**config.mk**
```make
export PLATFORM = sky130hd
export DESIGN_NAME = ranked_sorted_card_list_flat
export DESIGN_NICKNAME = d
export VERILOG_FILES = /design/src/sv/rscl_pkg.sv /design/src/sv/rscl_if.sv /design/src/sv/ranked_sorted_card_list.sv /design/src/flat_wrapper.sv
export SDC_FILE = /design/constraint.sdc
export NUM_CORES = 1
export LEC_CHECK = 0
export ABC_CLOCK_PERIOD_IN_PS = 5800
export BUFFER_PORTS_ARGS = -buffer_cell sky130_fd_sc_hd__buf_2
export CAP_MARGIN = 20
export CELL_PAD_IN_SITES_DETAIL_PLACEMENT = 0
export CELL_PAD_IN_SITES_GLOBAL_PLACEMENT = 2
export CORE_MARGIN = 1
export CORE_UTILIZATION = 25
export DETAILED_ROUTE_END_ITERATION = 8
export PLACE_DENSITY = 0.54
export SETUP_SLACK_MARGIN = 0.02
export SLEW_MARGIN = 25
export SYNTH_ARGS = -nofsm -noshare
export SYNTH_HDL_FRONTEND = slang
export SYNTH_SLANG_ARGS = --single-unit
```
**constraint.sdc**
```tcl
create_clock -name clk -period 5.8 [get_ports clk]
set_input_delay 0.87 -clock clk [delete_from_list [all_inputs] [get_ports clk]]
set_output_delay 0.87 -clock clk [all_outputs]
set_load 0.02 [all_outputs]
```
**src/sv/rscl_pkg.sv**
```systemverilog
// ============================================================================
// rscl_pkg
// Shared types, constants and ranking functions for the ranked sorted card
// list.
// ============================================================================
`default_nettype none

package rscl_pkg;

    // list geometry
    localparam int CAPACITY = 64;
    localparam int IDX_W    = $clog2(CAPACITY);
    localparam int CNT_W    = $clog2(CAPACITY + 1);

    // ranking tables
    localparam int NUM_VALUE_SLOTS = 13;
    localparam int NUM_SUIT_SLOTS  = 4;
    localparam int VALUE_W         = 4;
    localparam int SUIT_W          = 2;
    localparam int VORDER_W        = NUM_VALUE_SLOTS * VALUE_W;
    localparam int SORDER_W        = NUM_SUIT_SLOTS * SUIT_W;
    localparam int NRV_W           = 4;
    localparam int CFG_DATA_W      = VORDER_W;
    localparam int CFG_INDEX_W     = 2;

    // port field widths
    localparam int FUNC_W  = 2;
    localparam int POS_W   = 6;
    localparam int COUNT_W = 7;

    // register reset values
    localparam logic [VORDER_W-1:0] VALUE_ORDER_RESET = 52'hCBA9876543210;
    localparam logic [SORDER_W-1:0] SUIT_ORDER_RESET  = 8'hE4;
    localparam logic [NRV_W-1:0]    NUM_RANKED_RESET  = 4'd13;

    // register indexes
    localparam logic [CFG_INDEX_W-1:0] REG_VALUE_ORDER = 2'd0;
    localparam logic [CFG_INDEX_W-1:0] REG_SUIT_ORDER  = 2'd1;
    localparam logic [CFG_INDEX_W-1:0] REG_NUM_RANKED  = 2'd2;

    // operation codes
    localparam logic [FUNC_W-1:0] FN_INSERT     = 2'd0;
    localparam logic [FUNC_W-1:0] FN_REMOVE_ONE = 2'd1;
    localparam logic [FUNC_W-1:0] FN_REMOVE_ALL = 2'd2;
    localparam logic [FUNC_W-1:0] FN_READ       = 2'd3;

    // one stored card
    typedef struct packed {
        logic [SUIT_W-1:0]  suit;
        logic [VALUE_W-1:0] value;
    } card_t;

    // command item
    typedef struct packed {
        logic [FUNC_W-1:0]  func;
        logic [VALUE_W-1:0] card_value;
        logic [SUIT_W-1:0]  card_suit;
        logic [POS_W-1:0]   position;
    } cmd_t;

    // response item
    typedef struct packed {
        logic               ok;
        logic [COUNT_W-1:0] entry_count;
        logic [VALUE_W-1:0] read_value;
        logic [SUIT_W-1:0]  read_suit;
        logic [COUNT_W-1:0] removed_count;
    } rsp_t;

    // first ranked slot holding the value code, zero if none
    function automatic logic [VALUE_W-1:0] value_rank(
        input logic [VALUE_W-1:0]  v,
        input logic [VORDER_W-1:0] order,
        input logic [NRV_W-1:0]    n
    );
        logic [VALUE_W-1:0] rank;
        rank = '0;
        for (int k = NUM_VALUE_SLOTS - 1; k >= 0; k--)
        begin
            if ((NRV_W'(k) < n) && (order[k*VALUE_W +: VALUE_W] == v))
            begin
                rank = VALUE_W'(k);
            end
        end
        return rank;
    endfunction

    // first suit slot holding the suit code, zero if none
    function automatic logic [SUIT_W-1:0] suit_rank(
        input logic [SUIT_W-1:0]   s,
        input logic [SORDER_W-1:0] order
    );
        logic [SUIT_W-1:0] rank;
        rank = '0;
        for (int k = NUM_SUIT_SLOTS - 1; k >= 0; k--)
        begin
            if (order[k*SUIT_W +: SUIT_W] == s)
            begin
                rank = SUIT_W'(k);
            end
        end
        return rank;
    endfunction

endpackage

`default_nettype wire

```
**src/sv/rscl_if.sv**
```systemverilog
// ============================================================================
// rscl_if
// Valid/ready channels carrying command and response items.
// ============================================================================
`default_nettype none

interface rscl_cmd_if;
    import rscl_pkg::*;

    logic valid;
    logic ready;
    cmd_t data;

    modport source (output valid, output data, input ready);
    modport sink   (input valid, input data, output ready);
endinterface

interface rscl_rsp_if;
    import rscl_pkg::*;

    logic valid;
    logic ready;
    rsp_t data;

    modport source (output valid, output data, input ready);
    modport sink   (input valid, input data, output ready);
endinterface

`default_nettype wire

```
**src/sv/ranked_sorted_card_list.sv**
```systemverilog
// Insert and remove walk the list from accept to response, read does a single
// memory read, and an insert to a full list goes straight to its response.
// Throughput is one item per operation; one card memory read port, one write port
// and one comparator walk the list one entry per cycle, the block taking no item meanwhile.
// Reset empties the list and restores the default ranking; memory is not cleared.
// ============================================================================
// ranked_sorted_card_list
// Bounded list of cards kept in ascending order under a configurable ranking,
// with insert, remove first equal, remove all equal and read by position.
// ============================================================================
`default_nettype none

module ranked_sorted_card_list (
    input  wire                                clk,
    input  wire                                rst_n,
    rscl_cmd_if.sink                           cmd,
    rscl_rsp_if.source                         rsp,
    input  wire                                cfg_wr_en,
    input  wire [rscl_pkg::CFG_INDEX_W-1:0]    cfg_index,
    input  wire [rscl_pkg::CFG_DATA_W-1:0]     cfg_data
);
    import rscl_pkg::*;

    localparam logic [1:0] ST_IDLE = 2'd0;
    localparam logic [1:0] ST_SCAN = 2'd1;
    localparam logic [1:0] ST_READ = 2'd2;
    localparam logic [1:0] ST_FIN  = 2'd3;

    // ranking registers
    logic [VORDER_W-1:0] vorder_reg;
    logic [SORDER_W-1:0] sorder_reg;
    logic [NRV_W-1:0]    nrv_reg;

    // sequencer and operation state
    logic [1:0]          state_reg, state_next;
    logic [FUNC_W-1:0]   func_reg;
    card_t               card_reg;
    logic [VALUE_W-1:0]  cvr_reg;
    logic [SUIT_W-1:0]   csr_reg;
    logic [POS_W-1:0]    pos_reg;
    logic                full_reg;
    logic [CNT_W-1:0]    len_reg, len_next;
    logic [CNT_W-1:0]    rd_cnt_reg;
    logic                pend_reg;
    logic [IDX_W-1:0]    idx_reg;
    card_t               held_reg, held_next;
    logic                found_reg, found_next;
    logic [CNT_W-1:0]    wr_ptr_reg, wr_ptr_next;
    logic [CNT_W-1:0]    removed_reg, removed_next;

    // card memory
    card_t               mem [CAPACITY];
    card_t               rd_data_reg;
    logic                rd_en;
    logic [IDX_W-1:0]    rd_addr;
    logic                wr_en;
    logic [IDX_W-1:0]    wr_addr;
    card_t               wr_data;

    // output register
    logic                out_valid_reg;
    rsp_t                out_data_reg;
    rsp_t                res;
    logic                out_free;
    logic                cmd_acc;
    logic                issue;

    // shared comparator
    logic [VALUE_W-1:0]  e_vr;
    logic [SUIT_W-1:0]   e_sr;
    logic                same_val;
    logic                cmp_lt;
    logic                cmp_eq;
    logic                do_remove;

    assign cmd.ready = (state_reg == ST_IDLE);
    assign cmd_acc   = cmd.valid && cmd.ready;
    assign out_free  = !out_valid_reg || rsp.ready;
    assign rsp.valid = out_valid_reg;
    assign rsp.data  = out_data_reg;

    // compare the command's card against the entry just read
    assign e_vr     = value_rank(rd_data_reg.value, vorder_reg, nrv_reg);
    assign e_sr     = suit_rank(rd_data_reg.suit, sorder_reg);
    assign same_val = (card_reg.value == rd_data_reg.value);
    assign cmp_lt   = same_val ? (csr_reg < e_sr) : (cvr_reg < e_vr);
    assign cmp_eq   = same_val ? (csr_reg == e_sr) : (cvr_reg == e_vr);
    assign do_remove = cmp_eq && ((func_reg == FN_REMOVE_ALL) || (removed_reg == '0));

    // read issue during the walk
    assign issue = (state_reg == ST_SCAN) && (rd_cnt_reg < len_reg);

    // memory port control and walk bookkeeping
    always_comb
    begin
        rd_en        = 1'b0;
        rd_addr      = IDX_W'(rd_cnt_reg);
        wr_en        = 1'b0;
        wr_addr      = idx_reg;
        wr_data      = card_reg;
        held_next    = held_reg;
        found_next   = found_reg;
        wr_ptr_next  = wr_ptr_reg;
        removed_next = removed_reg;
        state_next   = state_reg;
        len_next     = len_reg;
        res          = '0;

        unique case (state_reg)
            ST_IDLE:
            begin
                if (cmd_acc)
                begin
                    if (cmd.data.func == FN_READ)
                    begin
                        state_next = ST_READ;
                    end
                    else if ((cmd.data.func == FN_INSERT) && (len_reg == CNT_W'(CAPACITY)))
                    begin
                        state_next = ST_FIN;
                    end
                    else
                    begin
                        state_next = ST_SCAN;
                    end
                end
            end
            ST_SCAN:
            begin
                rd_en = issue;
                if (pend_reg)
                begin
                    if (func_reg == FN_INSERT)
                    begin
                        // ripple entries up by one from the insertion point
                        if (!found_reg)
                        begin
                            if (cmp_lt)
                            begin
                                wr_en      = 1'b1;
                                wr_data    = card_reg;
                                held_next  = rd_data_reg;
                                found_next = 1'b1;
                            end
                        end
                        else
                        begin
                            wr_en     = 1'b1;
                            wr_data   = held_reg;
                            held_next = rd_data_reg;
                        end
                    end
                    else
                    begin
                        // compact the list, dropping the first matching entry or all of them
                        if (do_remove)
                        begin
                            removed_next = removed_reg + 1'b1;
                        end
                        else
                        begin
                            wr_en       = 1'b1;
                            wr_addr     = IDX_W'(wr_ptr_reg);
                            wr_data     = rd_data_reg;
                            wr_ptr_next = wr_ptr_reg + 1'b1;
                        end
                    end
                end
                if (!issue && !pend_reg)
                begin
                    state_next = ST_FIN;
                end
            end
            ST_READ:
            begin
                rd_en      = 1'b1;
                rd_addr    = IDX_W'(pos_reg);
                state_next = ST_FIN;
            end
            ST_FIN:
            begin
                // result and final write
                case (func_reg)
                    FN_INSERT:
                    begin
                        res.ok = !full_reg;
                        if (!full_reg)
                        begin
                            len_next = len_reg + 1'b1;
                            wr_en    = out_free;
                            wr_addr  = IDX_W'(len_reg);
                            wr_data  = found_reg ? held_reg : card_reg;
                        end
                    end
                    FN_READ:
                    begin
                        if (CNT_W'(pos_reg) < len_reg)
                        begin
                            res.ok         = 1'b1;
                            res.read_value = rd_data_reg.value;
                            res.read_suit  = rd_data_reg.suit;
                        end
                    end
                    default:
                    begin
                        res.ok            = (removed_reg != '0);
                        res.removed_count = COUNT_W'(removed_reg);
                        len_next          = wr_ptr_reg;
                    end
                endcase
                res.entry_count = COUNT_W'(len_next);
                if (out_free)
                begin
                    state_next = ST_IDLE;
                end
                else
                begin
                    len_next = len_reg;
                end
            end
            default:
            begin
                state_next = ST_IDLE;
            end
        endcase
    end

    // card memory with registered read
    always_ff @(posedge clk)
    begin
        if (wr_en)
        begin
            mem[wr_addr] <= wr_data;
        end
        if (rd_en)
        begin
            rd_data_reg <= mem[rd_addr];
        end
    end

    // latch the command fields and the card's ranks
    always_ff @(posedge clk)
    begin
        if (cmd_acc)
        begin
            func_reg       <= cmd.data.func;
            card_reg.value <= cmd.data.card_value;
            card_reg.suit  <= cmd.data.card_suit;
            cvr_reg        <= value_rank(cmd.data.card_value, vorder_reg, nrv_reg);
            csr_reg        <= suit_rank(cmd.data.card_suit, sorder_reg);
            pos_reg        <= cmd.data.position;
        end
        if (issue)
        begin
            idx_reg <= rd_addr;
        end
        held_reg <= held_next;
    end

    // sequencer and counters
    always_ff @(posedge clk or negedge rst_n)
    begin
        if (!rst_n)
        begin
            state_reg   <= ST_IDLE;
            len_reg     <= '0;
            rd_cnt_reg  <= '0;
            pend_reg    <= 1'b0;
            found_reg   <= 1'b0;
            full_reg    <= 1'b0;
            wr_ptr_reg  <= '0;
            removed_reg <= '0;
        end
        else
        begin
            state_reg <= state_next;
            len_reg   <= len_next;
            pend_reg  <= issue;
            if (cmd_acc)
            begin
                rd_cnt_reg  <= '0;
                found_reg   <= 1'b0;
                wr_ptr_reg  <= '0;
                removed_reg <= '0;
                full_reg    <= (len_reg == CNT_W'(CAPACITY));
            end
            else
            begin
                if (issue)
                begin
                    rd_cnt_reg <= rd_cnt_reg + 1'b1;
                end
                found_reg   <= found_next;
                wr_ptr_reg  <= wr_ptr_next;
                removed_reg <= removed_next;
            end
        end
    end

    // response register
    always_ff @(posedge clk or negedge rst_n)
    begin
        if (!rst_n)
        begin
            out_valid_reg <= 1'b0;
        end
        else if ((state_reg == ST_FIN) && out_free)
        begin
            out_valid_reg <= 1'b1;
        end
        else if (rsp.ready)
        begin
            out_valid_reg <= 1'b0;
        end
    end

    always_ff @(posedge clk)
    begin
        if ((state_reg == ST_FIN) && out_free)
        begin
            out_data_reg <= res;
        end
    end

    // ranking register writes
    always_ff @(posedge clk or negedge rst_n)
    begin
        if (!rst_n)
        begin
            vorder_reg <= VALUE_ORDER_RESET;
            sorder_reg <= SUIT_ORDER_RESET;
            nrv_reg    <= NUM_RANKED_RESET;
        end
        else if (cfg_wr_en)
        begin
            unique case (cfg_index)
                REG_VALUE_ORDER: vorder_reg <= cfg_data[VORDER_W-1:0];
                REG_SUIT_ORDER:  sorder_reg <= cfg_data[SORDER_W-1:0];
                REG_NUM_RANKED:  nrv_reg    <= cfg_data[NRV_W-1:0];
                default:
                begin
                end
            endcase
        end
    end

endmodule

`default_nettype wire

```
**src/flat_wrapper.sv**
```systemverilog
// flat-port wrapper written by rule: the top's interface ports become plain ports
module ranked_sorted_card_list_flat import rscl_pkg::*;
  (clk, rst_n, cfg_wr_en, cfg_index, cfg_data, cmd_valid, cmd_data, cmd_ready, rsp_valid, rsp_data, rsp_ready);
  rscl_cmd_if cmd_i ();
  rscl_rsp_if rsp_i ();
  input  wire clk;
  input  wire rst_n;
  input  wire cfg_wr_en;
  input  wire [rscl_pkg::CFG_INDEX_W-1:0] cfg_index;
  input  wire [rscl_pkg::CFG_DATA_W-1:0] cfg_data;
  input wire logic [$bits(cmd_i.valid)-1:0] cmd_valid;
  input wire logic [$bits(cmd_i.data)-1:0] cmd_data;
  output wire logic [$bits(cmd_i.ready)-1:0] cmd_ready;
  output wire logic [$bits(rsp_i.valid)-1:0] rsp_valid;
  output wire logic [$bits(rsp_i.data)-1:0] rsp_data;
  input wire logic [$bits(rsp_i.ready)-1:0] rsp_ready;
  assign cmd_i.valid = cmd_valid;
  assign cmd_i.data = cmd_data;
  assign cmd_ready = cmd_i.ready;
  assign rsp_valid = rsp_i.valid;
  assign rsp_data = rsp_i.data;
  assign rsp_i.ready = rsp_ready;
  ranked_sorted_card_list u_core (.clk(clk), .rst_n(rst_n), .cmd(cmd_i), .rsp(rsp_i), .cfg_wr_en(cfg_wr_en), .cfg_index(cfg_index), .cfg_data(cfg_data));
endmodule
```
==> flow_summary.yaml, run 1 <==
run_status:
  status: "complete, no violations"
logic_synthesis:
  syn_nets: 2149
  async_reset_ff_share_pct: 18.1
  synth-edff-count: 443
  yosysSeqAreaShare_pct: 63.3
  syn_avg_cell_area_um2: 12.2
  synth_cell_types: 73
  ys.flop_type: "edfxtp_1"
  synth_seq_cells: 541
  synthCells: 2046
  yosys_warnings: 0
  synth.cell_area_um2: 24900
clock_tree:
  clkSinkCount: 541
  clockBufferDepth: 3
  clockRootBuffer: "clkbuf_16"
  cts_tree: "done"
  clk_pin_slew_worst_paths_ns: 0.06
  clk_latency_ns: 0.62
  cts_max_level: 3
  cts_made_buffers: 67
  cts_hold_buf: 0
timing:
  min_period_over_period_pct: 91.7
  maxSlewViolCount: 0
  fin_crit_ns: 5.32
  finalSetupViolations: 0
  relSlewSlack_pct: 33.0
  fin_skew_ns: 0.0219
  max_freq_mhz: 188
  rsz0062_at_grt: "false"
  worstMarginPinSlew_ns: 0.977
  setup_tns_ns: 0
  finalHoldViolCount: 0
setup_path:
  crit_fanout: 12
  cp.arrival_ns: 5.58
  critPathKind: "reg2reg"
  cp_data_required_time_ns: 6.05
  startpoint_type: "flop"
  cp-end-kind: "flop"
route:
  drc: 0
  vias_per_cell: 4.62
  ant_nets: 0
  routed_wl_mm: 74.3
  drtPass1Iterations: 7
  drt-wirelength-per-cell_um: 21.2
  drt_iter0_markers: 994
  via_count: 16200
die:
  ios: 96
  dieWidth_um: 318
  fp.dieH_um: 318
  die_area_um2: 101000
  core_area_um2: 98600
  rows: 115
  start_util_pct: 25.3
pwr:
  peakVddDrop_mv: 0.337
  power.leakage_nw: 10.4
  power_density_nw_per_um2: 512
cells_and_area:
  fill_cells: 9938
  area_delta_synth_final_pct: 17.9
  layout-drive-gt1-share_pct: 18.4
  final_cell_mix: "edfxtp_1 (443), nand2_1 (408), nand3_1 (144)"
  final_common_cell: "edfxtp_1"
  largest_register_ffs: 384
  fin_cells: 3498
  finalNetCount: 2262
  diodes: 0
grt:
  gr-total-overflow: 0
  grt_pass1_vias: 17000
  antenna_found_initial: 0
  grt_use_total_pct: 14.7
  grt_start_max_net_pins: 169
  grt_pass1_wl_mm: 112
place:
  io_buffers: 95
  dp.cells: 3377
  dpl.hpwl_mm: 48.7
  globalplace.congestion: 0.764
flow_run:
  maxCapViolations: 0
hold_path:
  worstHoldPathType: "in2async"
## path summary, 6_finish.rpt
| kind | slack (ns) | startpoint | cells after the start | endpoint |
|---|---|---|---|---|
| worst max register to register | 0.48 | u_core.rd_data_reg[0]$_DFFE_PP_ | 16 | u_core.mem[15][1]$_DFFE_PP_ |
| min in group clk | 0.44 | cmd_data[4] | 1 | u_core.pos_reg[4]$_DFFE_PP_ |
| max in group asynchronous | 4.33 | rst_n | 2 | u_core.vorder_reg[29]$_DFFE_PN1P_ |
| worst min register to register | 0.53 | u_core.vorder_reg[44]$_DFFE_PN1P_ | 2 | u_core.vorder_reg[44]$_DFFE_PN1P_ |
| worst max-delay path | 0.48 | u_core.rd_data_reg[0]$_DFFE_PP_ | 16 | u_core.mem[15][1]$_DFFE_PP_ |
| worst min-delay path | 0.34 | rst_n | 1 | u_core.removed_reg[2]$_DFFE_PN0P_ |
## metal layers
| metal | GRT usage (%) | share of wire, % | up-vias |
|---|---|---|---|
| met4 | 3.54 | 1.9 | 0 |
| met2 | 25.4 | 49 | 297 |
| met5 | 0 | 0 | - |
| met3 | 2.30 | 3.4 | 83 |
| li1 | - | - | 7681 |
| met1 | 19.2 | 46 | 8109 |
## final cells by class
| cell class | instances | area (um2) | share of cell area [%] |
|---|---|---|---|
| Clock buffer | 84 | 1790 | 6.10 |
| Clock inverter | 37 | 422 | 1.43 |
| Inverter | 38 | 148 | 0.502 |
| Multi-Input combinational cell | 1347 | 8580 | 29.2 |
| Sequential cell | 541 | 15800 | 53.7 |
| Tap cell | 1287 | 1610 | 5.48 |
| Timing Repair Buffer | 164 | 1050 | 3.56 |
## report_power, final
| group | internal (W) | total (W) | switching (W) |
|---|---|---|---|
| clock | 0.00256 | 0.00425 | 0.00169 |
| sequential | 0.00501 | 0.00535 | 0.000346 |
| combinational | 0.00170 | 0.00545 | 0.00375 |
| total | 0.00927 | 0.0151 | 0.00579 |
## what timing repair did
action                     CTS  global route
setup buffers                0             0
setup endpoints to repair    0            30
resized for setup            0             1
## logic make-up (layout without fill, tap and decap cells)
kind of cell               Yosys count  after routing  synth area share [%]
adders and majority gates           30             30                  1.51
DFF                                541            541                  63.3
muxes                              112            112                  5.17
AOI/OAI and AO/OA                  210            210                  6.83
buffers and inverters              158            323                  2.61
and+or+nand+nor                    847            847                  15.3
xor gates and xnor gates           148            148                  5.20
## synth_stat cells, drive strengths merged, types with 30 or more instances
| cell | count | area share (%) |
|---|---|---|
| mux2 | 69 | 3.1 |
| nor2 | 134 | 2.0 |
| xor2 | 67 | 2.4 |
| mux2i | 37 | 1.5 |
| dfrtp | 69 | 6.9 |
| buf | 46 | 0.93 |
| clkbuf | 74 | 1.1 |
| xnor2 | 81 | 2.8 |
| and3 | 50 | 1.3 |
| a311oi | 74 | 2.9 |
| edfxtp | 443 | 53 |
| ha | 30 | 1.5 |
| nand2 | 408 | 6.1 |
| nand3 | 146 | 3.0 |
| inv | 38 | 0.57 |
| o21ai | 35 | 0.70 |
## critical path: stages, from the launching register on
cell and delay (ns):
edfxtp_1 0.53, buf_4 0.27, a221o_1 0.34, a211oi_1 0.21
o21ai_0 0.13, a21oi_1 0.16, o21ai_0 0.11, a311oi_1 0.33
ha_1 0.29, nand4_1 0.10, o41a_1 0.23, a211oi_4 0.09
or2_1 0.43, buf_4 0.24, a311oi_2 0.39, nand3_1 0.52
nor2_1 0.56
## through the flow
step,utilization [%],setup WS [ns],power (W),hold WS [ns],cell area (um2)
6_report,29.8,0.480,0.0151,0.345,29400
5_1_grt,29.8,0.0503,0.0159,0.381,29400
4_1_cts,29.8,0.344,0.0154,0.347,29400
3_5_place_dp,27.6,0.377,0.0110,0.526,27200
3_3_place_gp,27.6,0.525,0.0110,0.533,27200
2_1_floorplan,-,0.539,0.00888,0.421,24900
No activity file was read; power rests on OpenSTA's default activity.
==> run 2, diff against run 1 <==
--- a/config.mk
+++ b/config.mk
@@ -11,9 +11,9 @@
 export CELL_PAD_IN_SITES_DETAIL_PLACEMENT = 0
 export CELL_PAD_IN_SITES_GLOBAL_PLACEMENT = 2
 export CORE_MARGIN = 1
-export CORE_UTILIZATION = 25
+export CORE_UTILIZATION = 39
 export DETAILED_ROUTE_END_ITERATION = 8
-export PLACE_DENSITY = 0.54
+export PLACE_DENSITY = 0.77
 export SETUP_SLACK_MARGIN = 0.02
 export SLEW_MARGIN = 25
 export SYNTH_ARGS = -nofsm -noshare
==> run 2 against run 1 <==
Effect of this change: first-iteration DRC count is 30% higher; critical path depth stayed put; via count is 2.0% higher; wire length is 12% lower; combinational power is 3% lower; critical path type unchanged.
==> flow_summary.yaml, run 2 (synthesis results as in run 1) <==
timing:
  maxSlewViolCount: 0
  relSlewSlack_pct: 30.8
  finalHoldViolCount: 0
  fin_skew_ns: 0.0355
  fin_crit_ns: 5.34
  min_period_over_period_pct: 92.1
  hold_slack_ns: 0.185
  rsz0062_at_grt: "false"
  max_freq_mhz: 187
  worstMarginPinSlew_ns: 1.03
  setup_tns_ns: 0
  finalSetupViolations: 0
grt:
  grt_pass1_vias: 16500
  grt_start_max_net_pins: 169
  grt_use_total_pct: 20.2
  antenna_found_initial: 1
  grt_pass1_wl_mm: 99.4
  gr-total-overflow: 0
pwr:
  power.leakage_nw: 10.3
  p_total_w: 0.0148
  peakVddDrop_mv: 0.337
  power_density_nw_per_um2: 516
setup_path:
  startpoint_type: "flop"
  critPathKind: "reg2reg"
  cp.arrival_ns: 5.61
  critPathLaunch: "u_core.rd_data_reg[1]$_DFFE_PP_"
  cp_data_required_time_ns: 6.06
  cp-endpoint: "u_core.mem[29][3]$_DFFE_PP_"
  reg2reg_depth: 16
  reg2reg_slack_ns: 0.46
  worstReg2RegStart: "u_core.rd_data_reg[1]$_DFFE_PP_"
  cp-end-kind: "flop"
  rr_endpoint: "u_core.mem[29][3]$_DFFE_PP_"
  crit_fanout: 9
route:
  drtPass1Iterations: 6
  vias_per_cell: 5.45
  ant_nets: 0
  drt_iter0_markers: 1292
  via_count: 16500
  drt-wirelength-per-cell_um: 21.6
  routed_wl_mm: 65.3
  drc: 0
cells_and_area:
  regArea_um2: 15800
  layout-drive-gt1-share_pct: 17.5
  finalNetCount: 2233
  diodes: 0
  largest_register_ffs: 384
  fin_cells: 3027
  multi_input_area_um2: 8570
  area_delta_synth_final_pct: 14.6
  final_common_cell: "edfxtp_1"
  final_cell_mix: "edfxtp_1 (443), nand2_1 (408), nand3_1 (144)"
  fin_util_pct: 45.3
  fill_cells: 5847
clock_tree:
  cts_made_buffers: 60
  clk_pin_slew_worst_paths_ns: 0.06
  cts_resized: 0
  cts_hold_buf: 0
  cts_max_level: 2
  clkSinkCount: 541
  cts_tree: "done"
  clockRootBuffer: "clkbuf_16"
  clockBufferDepth: 3
  post_cts_buffers: 0
  clk_latency_ns: 0.65
die:
  rows: 92
  ios: 96
  dieWidth_um: 255
  core_area_um2: 63100
  die_area_um2: 65000
  start_util_pct: 39.5
  fp.dieH_um: 255
place:
  dp.cells: 2914
  globalplace.congestion: 0.844
  dpl.hpwl_mm: 41.6
  io_buffers: 95
run_status:
  status: "complete, no violations"
hold_path:
  worstHoldPathType: "in2async"
flow_run:
  maxCapViolations: 0
==> run 2: cell count changes in the layout (fill, tap and decap cells not counted), moves of 3 or more <==
| cell | delta |
|---|---|
| clkinv_2 | +6 |
| clkbuf_16 | -9 |
| clkinv_1 | -3 |
| bufinv_16 | +5 |
| clkbuf_1 | -4 |
| inv_6 | -4 |
| buf_4 | -21 |
==> run 2: final cells by class <==
| class | instances | share of cell area, % |
|---|---|---|
| Inverter | 38 | 0.516 |
| Timing Repair Buffer | 142 | 3.04 |
| Clock inverter | 41 | 2.04 |
| Tap cell | 846 | 3.70 |
| Multi-Input combinational cell | 1347 | 30.0 |
| Sequential cell | 541 | 55.2 |
| Clock buffer | 72 | 5.48 |
==> run 2: worst min path at each step <==
stage                                      startpoint                                 to  slack, ns  depth (start not counted)
floorplan             u_core.rd_data_reg[2]$_DFFE_PP_       u_core.held_reg[2]$_DFFE_PP_       0.42                          0
global placement    u_core.vorder_reg[44]$_DFFE_PN1P_  u_core.vorder_reg[44]$_DFFE_PN1P_       0.52                          2
detailed placement       u_core.rsp.valid$_DFFE_PN0P_       u_core.rsp.valid$_DFFE_PN0P_       0.53                          2
CTS                                             rst_n      u_core.len_reg[6]$_DFFE_PN0P_       0.18                          1
global route                                    rst_n        u_core.full_reg$_DFFE_PN0P_       0.21                          1
finish                                          rst_n      u_core.len_reg[6]$_DFFE_PN0P_       0.19                          1
==> run 2: through the flow <==
step	setup WS [ns]	instance area, um2
finish	0.457	28600
global route	0.155	28600
CTS	0.447	28600
detailed placement	0.483	26400
global placement	0.575	26400
floorplan	0.539	24900
==> run 2: power by group <==
part,switching [W],internal (W)
Clock,0.00161,0.00251
Sequential,0.000324,0.00501
Combinational,0.00363,0.00168
Total,0.00556,0.00920
==> run 2: worst max-delay path: stages (launching register included) <==
cell and delay, ns:
edfxtp_1 0.61, xor2_1 0.24, nor4_1 0.37, a211oi_1 0.15
o21ai_0 0.24, a21oi_1 0.10, o21ai_0 0.17, a311oi_1 0.13
ha_1 0.29, nand4_1 0.13, o41a_1 0.18, a211oi_4 0.46
or2_1 0.30, buf_4 0.24, a311o_1 0.27, nand3_1 0.48
nor2_1 0.58
==> run 2: metal layers <==
metal / track usage, % / vias up / part of all wire (%)
met2: 33.6 / 478 / 48
li1: - / 7637 / -
met1: 27.0 / 8266 / 44
met4: 6.95 / 2 / 2.8
met3: 3.08 / 112 / 5.4
met5: 0 / - / 0.020
